$ cat config.mk
export PLATFORM = sky130hd
export DESIGN_NAME = fat_boot_sector_recognizer
export DESIGN_NICKNAME = d
export VERILOG_FILES = /design/src/sv/fbs_pkg.sv /design/src/sv/fat_boot_sector_recognizer.sv /design/src/sv/fbs_front.sv /design/src/sv/fbs_fifo.sv /design/src/sv/fbs_div.sv /design/src/sv/fbs_back.sv
export SDC_FILE = /design/constraint.sdc
export NUM_CORES = 2
export LEC_CHECK = 0
export CAP_MARGIN = 20
export CELL_PAD_IN_SITES_DETAIL_PLACEMENT = 0
export CELL_PAD_IN_SITES_GLOBAL_PLACEMENT = 1
export CORE_ASPECT_RATIO = 1.4
export CORE_MARGIN = 2
export CORE_UTILIZATION = 45
export DETAILED_ROUTE_END_ITERATION = 10
export DONT_BUFFER_PORTS = 1
export PLACE_DENSITY = 0.7
export SYNTH_ARGS = -nofsm -noshare
export SYNTH_HDL_FRONTEND = slang
export SYNTH_SLANG_ARGS = --single-unit
$ cat constraint.sdc
create_clock -name clk -period 72.4 [get_ports clk]
set_clock_uncertainty 0.2 [all_clocks]
set_input_delay 3.62 -clock clk [delete_from_list [all_inputs] [get_ports clk]]
set_output_delay 3.62 -clock clk [all_outputs]
set_load 0.02 [all_outputs]
$ cat src/sv/fbs_pkg.sv
`timescale 1ns / 1ps
// ----------------------------------------------------------------------------
// fbs_pkg
// Shared types and constants for the FAT boot sector recognizer.
// ----------------------------------------------------------------------------
package fbs_pkg;

  // stream position counter width
  localparam int LENGTH_BITS = 48;
  localparam logic [LENGTH_BITS-1:0] POS_MAX = '1;

  // width used to compare stream length against image size
  localparam int CMP_W = 64;
  localparam int BYTES_W = 48;

  // byte positions inside the boot sector
  localparam int POS_JUMP_FIRST  = 0;
  localparam int POS_JUMP_THIRD  = 2;
  localparam int POS_SECTOR      = 11;
  localparam int POS_CLUSTER     = 13;
  localparam int POS_RESERVED    = 14;
  localparam int POS_COPIES      = 16;
  localparam int POS_ROOT        = 17;
  localparam int POS_TOTAL_SHORT = 19;
  localparam int POS_MEDIA       = 21;
  localparam int POS_TABLE_SHORT = 22;
  localparam int POS_TOTAL_LONG  = 32;
  localparam int POS_TABLE_LONG  = 36;
  localparam int POS_LABEL_LO    = 54;
  localparam int POS_LABEL_HI    = 82;

  // stream length thresholds
  localparam int LEN_MIN       = 64;
  localparam int LEN_TABLE32   = 72;
  localparam int LEN_LABEL_LO  = 62;
  localparam int LEN_LABEL_HI  = 90;

  // signature bytes
  localparam logic [7:0] JMP_SHORT = 8'hEB;
  localparam logic [7:0] OP_NOP    = 8'h90;
  localparam logic [7:0] JMP_NEAR  = 8'hE9;
  localparam logic [7:0] CHAR_F    = 8'h46;
  localparam logic [7:0] CHAR_A    = 8'h41;
  localparam logic [7:0] CHAR_T    = 8'h54;

  // plausibility limits
  localparam logic [7:0]  MEDIA_FIXED  = 8'hF0;
  localparam logic [7:0]  MEDIA_LOW    = 8'hF8;
  localparam logic [7:0]  CLUSTER_MAX  = 8'd128;
  localparam logic [7:0]  COPIES_MAX   = 8'd4;
  localparam logic [15:0] SECTOR_512   = 16'd512;
  localparam logic [15:0] SECTOR_1K    = 16'd1024;
  localparam logic [15:0] SECTOR_2K    = 16'd2048;
  localparam logic [15:0] SECTOR_4K    = 16'd4096;
  localparam int          DIR_ENTRY_BYTES = 32;

  // cluster count limits for the type decision
  localparam logic [31:0] FAT12_LIMIT = 32'd4085;
  localparam logic [31:0] FAT16_LIMIT = 32'd65525;

  // queue between front and back
  localparam int FIFO_DEPTH = 2;
  localparam int FIFO_PTR_W = (FIFO_DEPTH > 1) ? $clog2(FIFO_DEPTH) : 1;
  localparam int FIFO_CNT_W = $clog2(FIFO_DEPTH + 1);

  // divider
  localparam int DIV_W     = 32;
  localparam int DIVISOR_W = 16;
  localparam int DIV_CNT_W = $clog2(DIV_W + 1);

  typedef enum logic [1:0] {
    KIND_UNKNOWN = 2'd0,
    KIND_FAT12   = 2'd1,
    KIND_FAT16   = 2'd2,
    KIND_FAT32   = 2'd3
  } fat_kind_t;

  // one classified stream, handed from front to back
  typedef struct packed {
    logic                   truncated;
    logic                   sig;
    logic                   plaus;
    logic [15:0]            sector;
    logic [7:0]             cluster;
    logic [15:0]            reserved;
    logic [7:0]             copies;
    logic [15:0]            root_ent;
    logic [31:0]            total;
    logic [31:0]            fatsz;
    logic [LENGTH_BITS-1:0] len;
  } fbs_rec_t;

  typedef struct packed {
    logic                 start;
    logic [DIV_W-1:0]     dividend;
    logic [DIVISOR_W-1:0] divisor;
  } div_req_t;

  typedef struct packed {
    logic             done;
    logic [DIV_W-1:0] quotient;
  } div_rsp_t;

endpackage

$ cat src/sv/fat_boot_sector_recognizer.sv
`timescale 1ns / 1ps
// ----------------------------------------------------------------------------
// fat_boot_sector_recognizer
// Parses the BIOS parameter block of a byte stream and reports FAT identity.
// ----------------------------------------------------------------------------
// Input channel (in_valid/in_ready, data_byte, last): one byte of the image
// per transaction, starting at the boot sector; last flags the final byte.
// Bytes are taken one per cycle; in_ready drops only while the record queue
// (two entries) is full.
// Output channel (out_valid/out_ready, result fields): one transaction per
// stream, produced after the byte carrying last.
// A stream under 64 bytes goes straight to the result; longer streams wait
// on up to two passes through the shared 32-step bit-serial divider (root
// directory sectors, cluster count).
// A stream shorter than the result latency keeps the queue filling; longer
// streams do not stall the input unless the receiver stalls.
// While the receiver stalls, the result holds in the output register, the
// back end finishes the next record and waits, and the front keeps taking
// bytes until the queue fills.
// Reset clears the position counter, captured fields, queue and result valid.
// ----------------------------------------------------------------------------
module fat_boot_sector_recognizer import fbs_pkg::*; (
  input  logic               clk,
  input  logic               rst,
  input  logic               in_valid,
  output logic               in_ready,
  input  logic [7:0]         data_byte,
  input  logic               last,
  output logic               out_valid,
  input  logic               out_ready,
  output logic               signature_match,
  output logic               plausible,
  output logic               truncated,
  output logic [1:0]         fat_kind,
  output logic [15:0]        sector_bytes,
  output logic [7:0]         cluster_sectors,
  output logic [15:0]        reserved_count,
  output logic [7:0]         table_copies,
  output logic [31:0]        table_sectors,
  output logic [31:0]        sector_total,
  output logic [BYTES_W-1:0] image_bytes,
  output logic [BYTES_W-1:0] extent_length
);

  fbs_rec_t push_rec, head;
  logic     push, pop, q_full, q_empty;

  fbs_front u_front (
    .clk       (clk),
    .rst       (rst),
    .in_valid  (in_valid),
    .in_ready  (in_ready),
    .data_byte (data_byte),
    .last      (last),
    .q_full    (q_full),
    .push      (push),
    .rec       (push_rec)
  );

  fbs_fifo u_fifo (
    .clk      (clk),
    .rst      (rst),
    .push     (push),
    .push_rec (push_rec),
    .pop      (pop),
    .head     (head),
    .full     (q_full),
    .empty    (q_empty)
  );

  fbs_back u_back (
    .clk             (clk),
    .rst             (rst),
    .head            (head),
    .empty           (q_empty),
    .pop             (pop),
    .out_valid       (out_valid),
    .out_ready       (out_ready),
    .signature_match (signature_match),
    .plausible       (plausible),
    .truncated       (truncated),
    .fat_kind        (fat_kind),
    .sector_bytes    (sector_bytes),
    .cluster_sectors (cluster_sectors),
    .reserved_count  (reserved_count),
    .table_copies    (table_copies),
    .table_sectors   (table_sectors),
    .sector_total    (sector_total),
    .image_bytes     (image_bytes),
    .extent_length   (extent_length)
  );

endmodule

$ cat src/sv/fbs_front.sv
`timescale 1ns / 1ps
// ----------------------------------------------------------------------------
// fbs_front
// Captures boot sector fields by byte position and classifies the stream
// on its last byte, pushing one record into the queue.
// ----------------------------------------------------------------------------
module fbs_front import fbs_pkg::*; (
  input  logic     clk,
  input  logic     rst,
  input  logic     in_valid,
  output logic     in_ready,
  input  logic [7:0] data_byte,
  input  logic     last,
  input  logic     q_full,
  output logic     push,
  output fbs_rec_t rec
);

  logic [LENGTH_BITS-1:0] pos;
  logic [7:0]  jump_first, jump_third, cluster_size_reg, copies_reg, media_reg;
  logic [15:0] sector_size_reg, reserved_reg, root_entries_reg;
  logic [15:0] total_short_reg, table_short_reg;
  logic [31:0] total_long_reg, table_long_reg;
  logic        label_seen, label_high;

  logic [7:0]  jump_first_next, jump_third_next, cluster_size_next;
  logic [7:0]  copies_next, media_next;
  logic [15:0] sector_size_next, reserved_next, root_entries_next;
  logic [15:0] total_short_next, table_short_next;
  logic [31:0] total_long_next, table_long_next;
  logic        label_seen_next, label_high_next;

  logic                   accept;
  logic [LENGTH_BITS-1:0] len;
  logic [31:0]            total, fat32;
  logic                   jump_ok, bps_ok, spc_ok, fats_ok, media_ok;

  function automatic logic at_pos(logic [LENGTH_BITS-1:0] p, int k);
    return p == LENGTH_BITS'(k);
  endfunction

  assign in_ready = !q_full;
  assign accept   = in_valid && in_ready;
  assign push     = accept && last;

  // field capture including the current byte
  always_comb begin
    jump_first_next   = jump_first;
    jump_third_next   = jump_third;
    sector_size_next  = sector_size_reg;
    cluster_size_next = cluster_size_reg;
    reserved_next     = reserved_reg;
    copies_next       = copies_reg;
    root_entries_next = root_entries_reg;
    total_short_next  = total_short_reg;
    media_next        = media_reg;
    table_short_next  = table_short_reg;
    total_long_next   = total_long_reg;
    table_long_next   = table_long_reg;
    label_seen_next   = label_seen;
    label_high_next   = label_high;

    if (at_pos(pos, POS_JUMP_FIRST)) jump_first_next = data_byte;
    if (at_pos(pos, POS_JUMP_THIRD)) jump_third_next = data_byte;
    if (at_pos(pos, POS_SECTOR)) sector_size_next[7:0] = data_byte;
    if (at_pos(pos, POS_SECTOR + 1)) sector_size_next[15:8] = data_byte;
    if (at_pos(pos, POS_CLUSTER)) cluster_size_next = data_byte;
    if (at_pos(pos, POS_RESERVED)) reserved_next[7:0] = data_byte;
    if (at_pos(pos, POS_RESERVED + 1)) reserved_next[15:8] = data_byte;
    if (at_pos(pos, POS_COPIES)) copies_next = data_byte;
    if (at_pos(pos, POS_ROOT)) root_entries_next[7:0] = data_byte;
    if (at_pos(pos, POS_ROOT + 1)) root_entries_next[15:8] = data_byte;
    if (at_pos(pos, POS_TOTAL_SHORT)) total_short_next[7:0] = data_byte;
    if (at_pos(pos, POS_TOTAL_SHORT + 1)) total_short_next[15:8] = data_byte;
    if (at_pos(pos, POS_MEDIA)) media_next = data_byte;
    if (at_pos(pos, POS_TABLE_SHORT)) table_short_next[7:0] = data_byte;
    if (at_pos(pos, POS_TABLE_SHORT + 1)) table_short_next[15:8] = data_byte;

    // 32-bit fields: aligned groups of four bytes
    if (pos[LENGTH_BITS-1:2] == (LENGTH_BITS-2)'(POS_TOTAL_LONG / 4))
      total_long_next[{pos[1:0], 3'b000} +: 8] = data_byte;
    if (pos[LENGTH_BITS-1:2] == (LENGTH_BITS-2)'(POS_TABLE_LONG / 4))
      table_long_next[{pos[1:0], 3'b000} +: 8] = data_byte;

    // "FAT" labels
    if (at_pos(pos, POS_LABEL_LO)) label_seen_next = (data_byte == CHAR_F);
    else if (at_pos(pos, POS_LABEL_LO + 1)) label_seen_next = label_seen && (data_byte == CHAR_A);
    else if (at_pos(pos, POS_LABEL_LO + 2)) label_seen_next = label_seen && (data_byte == CHAR_T);
    if (at_pos(pos, POS_LABEL_HI)) label_high_next = (data_byte == CHAR_F);
    else if (at_pos(pos, POS_LABEL_HI + 1)) label_high_next = label_high && (data_byte == CHAR_A);
    else if (at_pos(pos, POS_LABEL_HI + 2)) label_high_next = label_high && (data_byte == CHAR_T);
  end

  // classification of the finished stream
  always_comb begin
    len      = (pos != POS_MAX) ? pos + 1'b1 : POS_MAX;
    total    = (total_short_next != 16'd0) ? 32'(total_short_next) : total_long_next;
    fat32    = (len >= LENGTH_BITS'(LEN_TABLE32)) ? table_long_next : 32'd0;
    jump_ok  = (jump_first_next == JMP_SHORT && jump_third_next == OP_NOP) ||
               (jump_first_next == JMP_NEAR);
    bps_ok   = sector_size_next == SECTOR_512 || sector_size_next == SECTOR_1K ||
               sector_size_next == SECTOR_2K || sector_size_next == SECTOR_4K;
    spc_ok   = cluster_size_next != 8'd0 && cluster_size_next <= CLUSTER_MAX &&
               (cluster_size_next & (cluster_size_next - 8'd1)) == 8'd0;
    fats_ok  = copies_next != 8'd0 && copies_next <= COPIES_MAX;
    media_ok = media_next == MEDIA_FIXED || media_next >= MEDIA_LOW;

    rec.truncated = len < LENGTH_BITS'(LEN_MIN);
    rec.sig       = jump_ok &&
                    ((len >= LENGTH_BITS'(LEN_LABEL_LO) && label_seen_next) ||
                     (len >= LENGTH_BITS'(LEN_LABEL_HI) && label_high_next));
    rec.plaus     = bps_ok && spc_ok && fats_ok && media_ok && total != 32'd0;
    rec.sector    = sector_size_next;
    rec.cluster   = cluster_size_next;
    rec.reserved  = reserved_next;
    rec.copies    = copies_next;
    rec.root_ent  = root_entries_next;
    rec.total     = total;
    rec.fatsz     = (table_short_next != 16'd0) ? 32'(table_short_next) : fat32;
    rec.len       = len;
  end

  // capture registers; cleared after the last byte of a stream
  always_ff @(posedge clk) begin
    if (rst || push) begin
      pos              <= '0;
      jump_first       <= '0;
      jump_third       <= '0;
      sector_size_reg  <= '0;
      cluster_size_reg <= '0;
      reserved_reg     <= '0;
      copies_reg       <= '0;
      root_entries_reg <= '0;
      total_short_reg  <= '0;
      media_reg        <= '0;
      table_short_reg  <= '0;
      total_long_reg   <= '0;
      table_long_reg   <= '0;
      label_seen       <= 1'b0;
      label_high       <= 1'b0;
    end else if (accept) begin
      if (pos != POS_MAX) pos <= pos + 1'b1;
      jump_first       <= jump_first_next;
      jump_third       <= jump_third_next;
      sector_size_reg  <= sector_size_next;
      cluster_size_reg <= cluster_size_next;
      reserved_reg     <= reserved_next;
      copies_reg       <= copies_next;
      root_entries_reg <= root_entries_next;
      total_short_reg  <= total_short_next;
      media_reg        <= media_next;
      table_short_reg  <= table_short_next;
      total_long_reg   <= total_long_next;
      table_long_reg   <= table_long_next;
      label_seen       <= label_seen_next;
      label_high       <= label_high_next;
    end
  end

endmodule

$ cat src/sv/fbs_fifo.sv
`timescale 1ns / 1ps
// ----------------------------------------------------------------------------
// fbs_fifo
// Short record queue between the capture front and the compute back.
// ----------------------------------------------------------------------------
module fbs_fifo import fbs_pkg::*; (
  input  logic     clk,
  input  logic     rst,
  input  logic     push,
  input  fbs_rec_t push_rec,
  input  logic     pop,
  output fbs_rec_t head,
  output logic     full,
  output logic     empty
);

  fbs_rec_t              entries [FIFO_DEPTH];
  logic [FIFO_PTR_W-1:0] wr_ptr, rd_ptr;
  logic [FIFO_CNT_W-1:0] count;
  logic                  do_push, do_pop;

  assign full    = count == FIFO_CNT_W'(FIFO_DEPTH);
  assign empty   = count == '0;
  assign head    = entries[rd_ptr];
  assign do_push = push && !full;
  assign do_pop  = pop && !empty;

  // storage
  always_ff @(posedge clk) begin
    if (do_push) entries[wr_ptr] <= push_rec;
  end

  // pointers and fill count
  always_ff @(posedge clk) begin
    if (rst) begin
      wr_ptr <= '0;
      rd_ptr <= '0;
      count  <= '0;
    end else begin
      if (do_push)
        wr_ptr <= (wr_ptr == FIFO_PTR_W'(FIFO_DEPTH - 1)) ? '0 : wr_ptr + 1'b1;
      if (do_pop)
        rd_ptr <= (rd_ptr == FIFO_PTR_W'(FIFO_DEPTH - 1)) ? '0 : rd_ptr + 1'b1;
      if (do_push && !do_pop) count <= count + 1'b1;
      else if (do_pop && !do_push) count <= count - 1'b1;
    end
  end

endmodule

$ cat src/sv/fbs_div.sv
`timescale 1ns / 1ps
// ----------------------------------------------------------------------------
// fbs_div
// Restoring divider, one quotient bit per cycle, shared by the back end.
// ----------------------------------------------------------------------------
module fbs_div import fbs_pkg::*; (
  input  logic     clk,
  input  logic     rst,
  input  div_req_t req,
  output div_rsp_t rsp
);

  logic [DIV_W-1:0]     quo;
  logic [DIVISOR_W-1:0] rem, dvs, rem_next;
  logic [DIV_CNT_W-1:0] count;
  logic                 busy, done;
  logic [DIVISOR_W:0]   shifted;
  logic                 take;

  // one restoring step
  always_comb begin
    shifted  = {rem, quo[DIV_W-1]};
    take     = shifted >= {1'b0, dvs};
    rem_next = take ? DIVISOR_W'(shifted - {1'b0, dvs}) : shifted[DIVISOR_W-1:0];
  end

  assign rsp.done     = done;
  assign rsp.quotient = quo;

  always_ff @(posedge clk) begin
    if (rst) begin
      busy  <= 1'b0;
      done  <= 1'b0;
      count <= '0;
    end else begin
      done <= 1'b0;
      if (req.start) begin
        quo   <= req.dividend;
        rem   <= '0;
        dvs   <= req.divisor;
        count <= DIV_CNT_W'(DIV_W);
        busy  <= 1'b1;
      end else if (busy) begin
        quo   <= {quo[DIV_W-2:0], take};
        rem   <= rem_next;
        count <= count - 1'b1;
        if (count == DIV_CNT_W'(1)) begin
          busy <= 1'b0;
          done <= 1'b1;
        end
      end
    end
  end

endmodule

$ cat src/sv/fbs_back.sv
`timescale 1ns / 1ps
// ----------------------------------------------------------------------------
// fbs_back
// Takes classified records from the queue, computes image size, root and
// data sectors and the cluster count unless truncated; holds the result for the receiver.
// ----------------------------------------------------------------------------
module fbs_back import fbs_pkg::*; (
  input  logic               clk,
  input  logic               rst,
  input  fbs_rec_t           head,
  input  logic               empty,
  output logic               pop,
  output logic               out_valid,
  input  logic               out_ready,
  output logic               signature_match,
  output logic               plausible,
  output logic               truncated,
  output logic [1:0]         fat_kind,
  output logic [15:0]        sector_bytes,
  output logic [7:0]         cluster_sectors,
  output logic [15:0]        reserved_count,
  output logic [7:0]         table_copies,
  output logic [31:0]        table_sectors,
  output logic [31:0]        sector_total,
  output logic [BYTES_W-1:0] image_bytes,
  output logic [BYTES_W-1:0] extent_length
);

  typedef enum logic [2:0] {
    ST_IDLE, ST_MUL, ST_ROOT, ST_ROOT_WAIT, ST_DATA, ST_CLUS, ST_CLUS_WAIT, ST_FINISH
  } state_t;

  state_t             state;
  fbs_rec_t           rec;
  logic [BYTES_W-1:0] image;
  logic [31:0]        fat_prod, base_sum, datasec, clusters;
  div_req_t           div_req;
  div_rsp_t           div_rsp;

  logic [31:0]        root_num;
  logic [CMP_W-1:0]   image_w, len_w, ext_w;
  fat_kind_t          kind;
  logic               load;

  fbs_div u_div (
    .clk (clk),
    .rst (rst),
    .req (div_req),
    .rsp (div_rsp)
  );

  assign pop  = (state == ST_IDLE) && !empty;
  assign load = (state == ST_FINISH) && (!out_valid || out_ready);

  // root directory numerator, extent choice and type decision
  always_comb begin
    root_num = 32'(rec.root_ent) * 32'(DIR_ENTRY_BYTES) + 32'(rec.sector) - 32'd1;
    image_w  = CMP_W'(image);
    len_w    = CMP_W'(rec.len);
    ext_w    = (image_w != '0 && image_w <= len_w) ? image_w : len_w;
    if (clusters < FAT12_LIMIT) kind = KIND_FAT12;
    else if (clusters < FAT16_LIMIT) kind = KIND_FAT16;
    else kind = KIND_FAT32;
  end

  // sequencer and result register
  always_ff @(posedge clk) begin
    if (rst) begin
      state         <= ST_IDLE;
      out_valid     <= 1'b0;
      div_req.start <= 1'b0;
    end else begin
      div_req.start <= 1'b0;
      if (out_valid && out_ready) out_valid <= 1'b0;
      case (state)
        ST_IDLE: begin
          if (!empty) begin
            rec   <= head;
            state <= head.truncated ? ST_FINISH : ST_MUL;
          end
        end
        ST_MUL: begin
          image    <= BYTES_W'(rec.total) * BYTES_W'(rec.sector);
          fat_prod <= 32'(rec.copies) * rec.fatsz;
          state    <= ST_ROOT;
        end
        ST_ROOT: begin
          if (rec.sector == 16'd0) begin
            base_sum <= 32'(rec.reserved) + fat_prod;
            state    <= ST_DATA;
          end else begin
            div_req.start    <= 1'b1;
            div_req.dividend <= root_num;
            div_req.divisor  <= rec.sector;
            state            <= ST_ROOT_WAIT;
          end
        end
        ST_ROOT_WAIT: begin
          if (div_rsp.done) begin
            base_sum <= 32'(rec.reserved) + fat_prod + div_rsp.quotient;
            state    <= ST_DATA;
          end
        end
        ST_DATA: begin
          datasec <= rec.total - base_sum;
          state   <= ST_CLUS;
        end
        ST_CLUS: begin
          if (rec.cluster == 8'd0) begin
            clusters <= '0;
            state    <= ST_FINISH;
          end else begin
            div_req.start    <= 1'b1;
            div_req.dividend <= datasec;
            div_req.divisor  <= DIVISOR_W'(rec.cluster);
            state            <= ST_CLUS_WAIT;
          end
        end
        ST_CLUS_WAIT: begin
          if (div_rsp.done) begin
            clusters <= div_rsp.quotient;
            state    <= ST_FINISH;
          end
        end
        ST_FINISH: begin
          if (load) begin
            out_valid <= 1'b1;
            state     <= ST_IDLE;
            if (rec.truncated) begin
              signature_match <= 1'b0;
              plausible       <= 1'b0;
              truncated       <= 1'b1;
              fat_kind        <= KIND_UNKNOWN;
              sector_bytes    <= '0;
              cluster_sectors <= '0;
              reserved_count  <= '0;
              table_copies    <= '0;
              table_sectors   <= '0;
              sector_total    <= '0;
              image_bytes     <= '0;
              extent_length   <= '0;
            end else begin
              signature_match <= rec.sig;
              plausible       <= rec.plaus;
              truncated       <= 1'b0;
              fat_kind        <= kind;
              sector_bytes    <= rec.sector;
              cluster_sectors <= rec.cluster;
              reserved_count  <= rec.reserved;
              table_copies    <= rec.copies;
              table_sectors   <= rec.fatsz;
              sector_total    <= rec.total;
              image_bytes     <= image;
              extent_length   <= ext_w[BYTES_W-1:0];
            end
          end
        end
        default: state <= ST_IDLE;
      endcase
    end
  end

endmodule
==> impl_metrics.tcl <==
set metrics [dict create \
    yosys-top-cells-area "edfxtp_1, fa_1, dfxtp_1" \
    synth.most_common_cell "edfxtp_1" \
    synth_edf_count 1038 \
    largest_register_ff_count 358 \
    synth_ff_type "edfxtp_1" \
    path_class "register to register" \
    crit_required_ns 72.73 \
    cts_tree "yes" \
    synth_common_cells "edfxtp_1, nand2_1, inv_1, fa_1, nor2_1" \
    met1_usage_pct 31.74 \
    netlist_area_um2 80130 \
    place.gp.congestion 0.8918 \
    critPathMaxStageDelay_ns 0.97 \
    nNetsFinal 8053 \
    yosysWarningCount 0 \
    final_cells 9556 \
    top_usage_layer "met2" \
    cts_sinks 1290 \
    grtUsageTotal_pct 24.82 \
    hold_depth 0 \
    startpoint "u_back.rec[86]" \
    final.setup.worst_slack_ns 64.09 \
    core-area_um2 177200 \
    synth_cell_types 93 \
    use_met2_pct 43.00 \
    final-hold-violation-count 0 \
    rows 183 \
    clock_latency_ns 0.79 \
    synth_top_area_share_pct 38.90 \
    clock.fmax_ghz 0.1203 \
    top_register "u_fifo.entries" \
    critPathSlowestCell "edfxtp_1" \
    cts_buffers 132 \
    grt_use_met3_pct 3.382 \
    drtAntennaViolNets 0 \
    cts_setup_buffers 0 \
    critPathLaunchType "register" \
    grt_max_degree 95 \
    final_max_slew_viol_count 0 \
    hpwl_um 158900 \
    grt_pass1_wl_um 339300 \
    r2r-start "u_back.rec[86]" \
    avgSynthCellArea_um2 11.00 \
    ctsResizeCount 0 \
    finalSetupViolations 0 \
    hp-class "register to register" \
    r2r_slack_ns 64.09 \
    via_per_inst 5.580 \
    fillCellCount 16100 \
    htreeDepth 4 \
    die-area_um2 181500 \
    cp_common_cell "fa_1" \
    clk_pin_slew_ns 0.07 \
    fin_setup_tns_ns 0 \
    hold_path_end "u_back.u_div.dvs[12]" \
    synthesis.nets 8203 \
    drive_gt1_share_pct 8.644 \
    wl_per_cell_um 23.50 \
    r2r_cells 21 \
    min_from "u_back.div_req[12]" \
    drc_errors 0 \
    async_reset_ff_share_pct 0 \
    dp_slack_ns 64.15 \
    synth_top_area_cell "edfxtp_1" \
    port_buffers 0 \
    maxCapViolations 0 \
    top_regs "u_fifo.entries: 358 flops, u_back.rec: 131 flops, u_back.div_req: 49 flops" \
    slew_headroom_pct 26.74 \
    die_x_um 360.6 \
    grt_pass1_vias 54370 \
    min_period_ns 8.314 \
    dp_cells 9314 \
    yosysSeqAreaShare_pct 45.20 \
    crit_fanout 18 \
    drt_iter0_drc 4335 \
    min_period_over_period_pct 11.48 \
    cts_root_buf "clkbuf_16" \
    gr-total-overflow 0 \
    crit_path_end_kind "register" \
    syn_inst 7287 \
    postCtsHoldBufs 0 \
    r2r_end "u_back.image[42]" \
    num_io_pins 228 \
    antenna_found_initial 18 \
    worstMarginPinSlew_ns 1.099 \
    cp.arrival_ns 8.65 \
    ys_ff_latch 1290 \
    path_cells "and2_1, fa_1, fa_1, fa_1, fa_1, fa_1, inv_1, fa_1, inv_1, ha_1, and3_1, a31oi_1, o22ai_1, or2_2, o41ai_1, a21oi_1, a21o_1, a211o_1, a221oi_1, o21bai_1, xor2_1" \
    dr.pass1.iters 8 \
    die_y_um 503.3 \
    initial_core_util_pct 45.21 \
    rsz0062_at_grt "false" \
    clock_path_buffers 3 \
    totalWireLength_um 224600 \
    whs_ns 0.2043 \
    vias 53330 \
    run_status "finished, final reports clean" \
    area.growth.synth_to_final_pct 8.412 \
]
cells by family (layout without fill, tap and decap cells):
group,after synthesis,in the layout,synth area share (%)
buffers and inverters,1153,1108,5.468
multiplexers,372,372,5.059
other,0,2,0
adder cells (fa/ha/maj),903,903,19.53
AO/OA/AOI/OAI,897,897,7.242
XOR/XNOR,290,290,3.170
flip-flops,1290,1290,45.20
AND/OR/NAND/NOR,2382,2382,14.34
how the worst max path moves through the flow:
stage	endpoint	slack, ns	cells after the start
2_1_floorplan	u_back.cluster_sectors[0]	46.90	2
3_3_place_gp	u_back.image[42]	64.23	21
3_5_place_dp	u_back.image[42]	64.15	22
4_1_cts	u_back.image[42]	64.13	22
5_1_grt	u_back.image[42]	63.71	22
6_report	u_back.image[42]	64.09	21
worst max-delay path, delay by kind of cell (launching register included):
kind | cells | cell delay (ns)
simple gates | 3 | 0.83
buf+inv | 2 | 0.09
xor+xnor | 1 | 0.14
compound gates | 8 | 2.38
flops | 1 | 0.97
fa+ha+maj | 7 | 3.44
routing by layer:
layer / part of all wire (%) / routed length (um)
met5: 0 / 0
met4: 3.7 / 8371
met3: 5.2 / 11690
met2: 50 / 111800
met1: 41 / 92720
cell usage in the layout, fill, tap and decap left out, drive strengths merged, types with 25 or more instances in the layout:
master	count
edfxtp	1038
a31oi	25
clkinv	43
nor2b	189
a21o	102
nor2	560
xnor2	184
o21ai	179
a22oi	93
nand2	803
clkbuf	165
fa	579
dfxtp	252
xor2	106
and3	32
inv	787
a211oi	43
a21oi	245
mux2i	108
and2	373
nand2b	29
nor3	112
mux2	264
o21a	31
ha	324
nand4	64
or3	41
buf	95
nand3	63
nor4	63
final cells by class:
type	instances	area, um^2	area share (%)
Multi-Input combinational cell	4844	39630	45.62
Tap cell	2312	2893	3.330
Timing Repair Buffer	96	764.5	0.8801
Clock buffer	165	3623	4.171
Clock inverter	74	827.0	0.9521
Antenna cell	2	5.005	0.005761
Sequential cell	1290	36220	41.70
Inverter	773	2902	3.340
stage by stage:
| stage | util [%] | cell area (um^2) |
|---|---|---|
| global route | 49.01 | 86860 |
| global placement | 46.46 | 82330 |
| detailed placement | 46.49 | 82380 |
| finish | 49.02 | 86870 |
| floorplan | - | 80130 |
| CTS | 49.00 | 86830 |
Power is left out: the tool's default activity adds up to more than one toggle a clock period on the data nets, which glitch-free logic cannot reach.
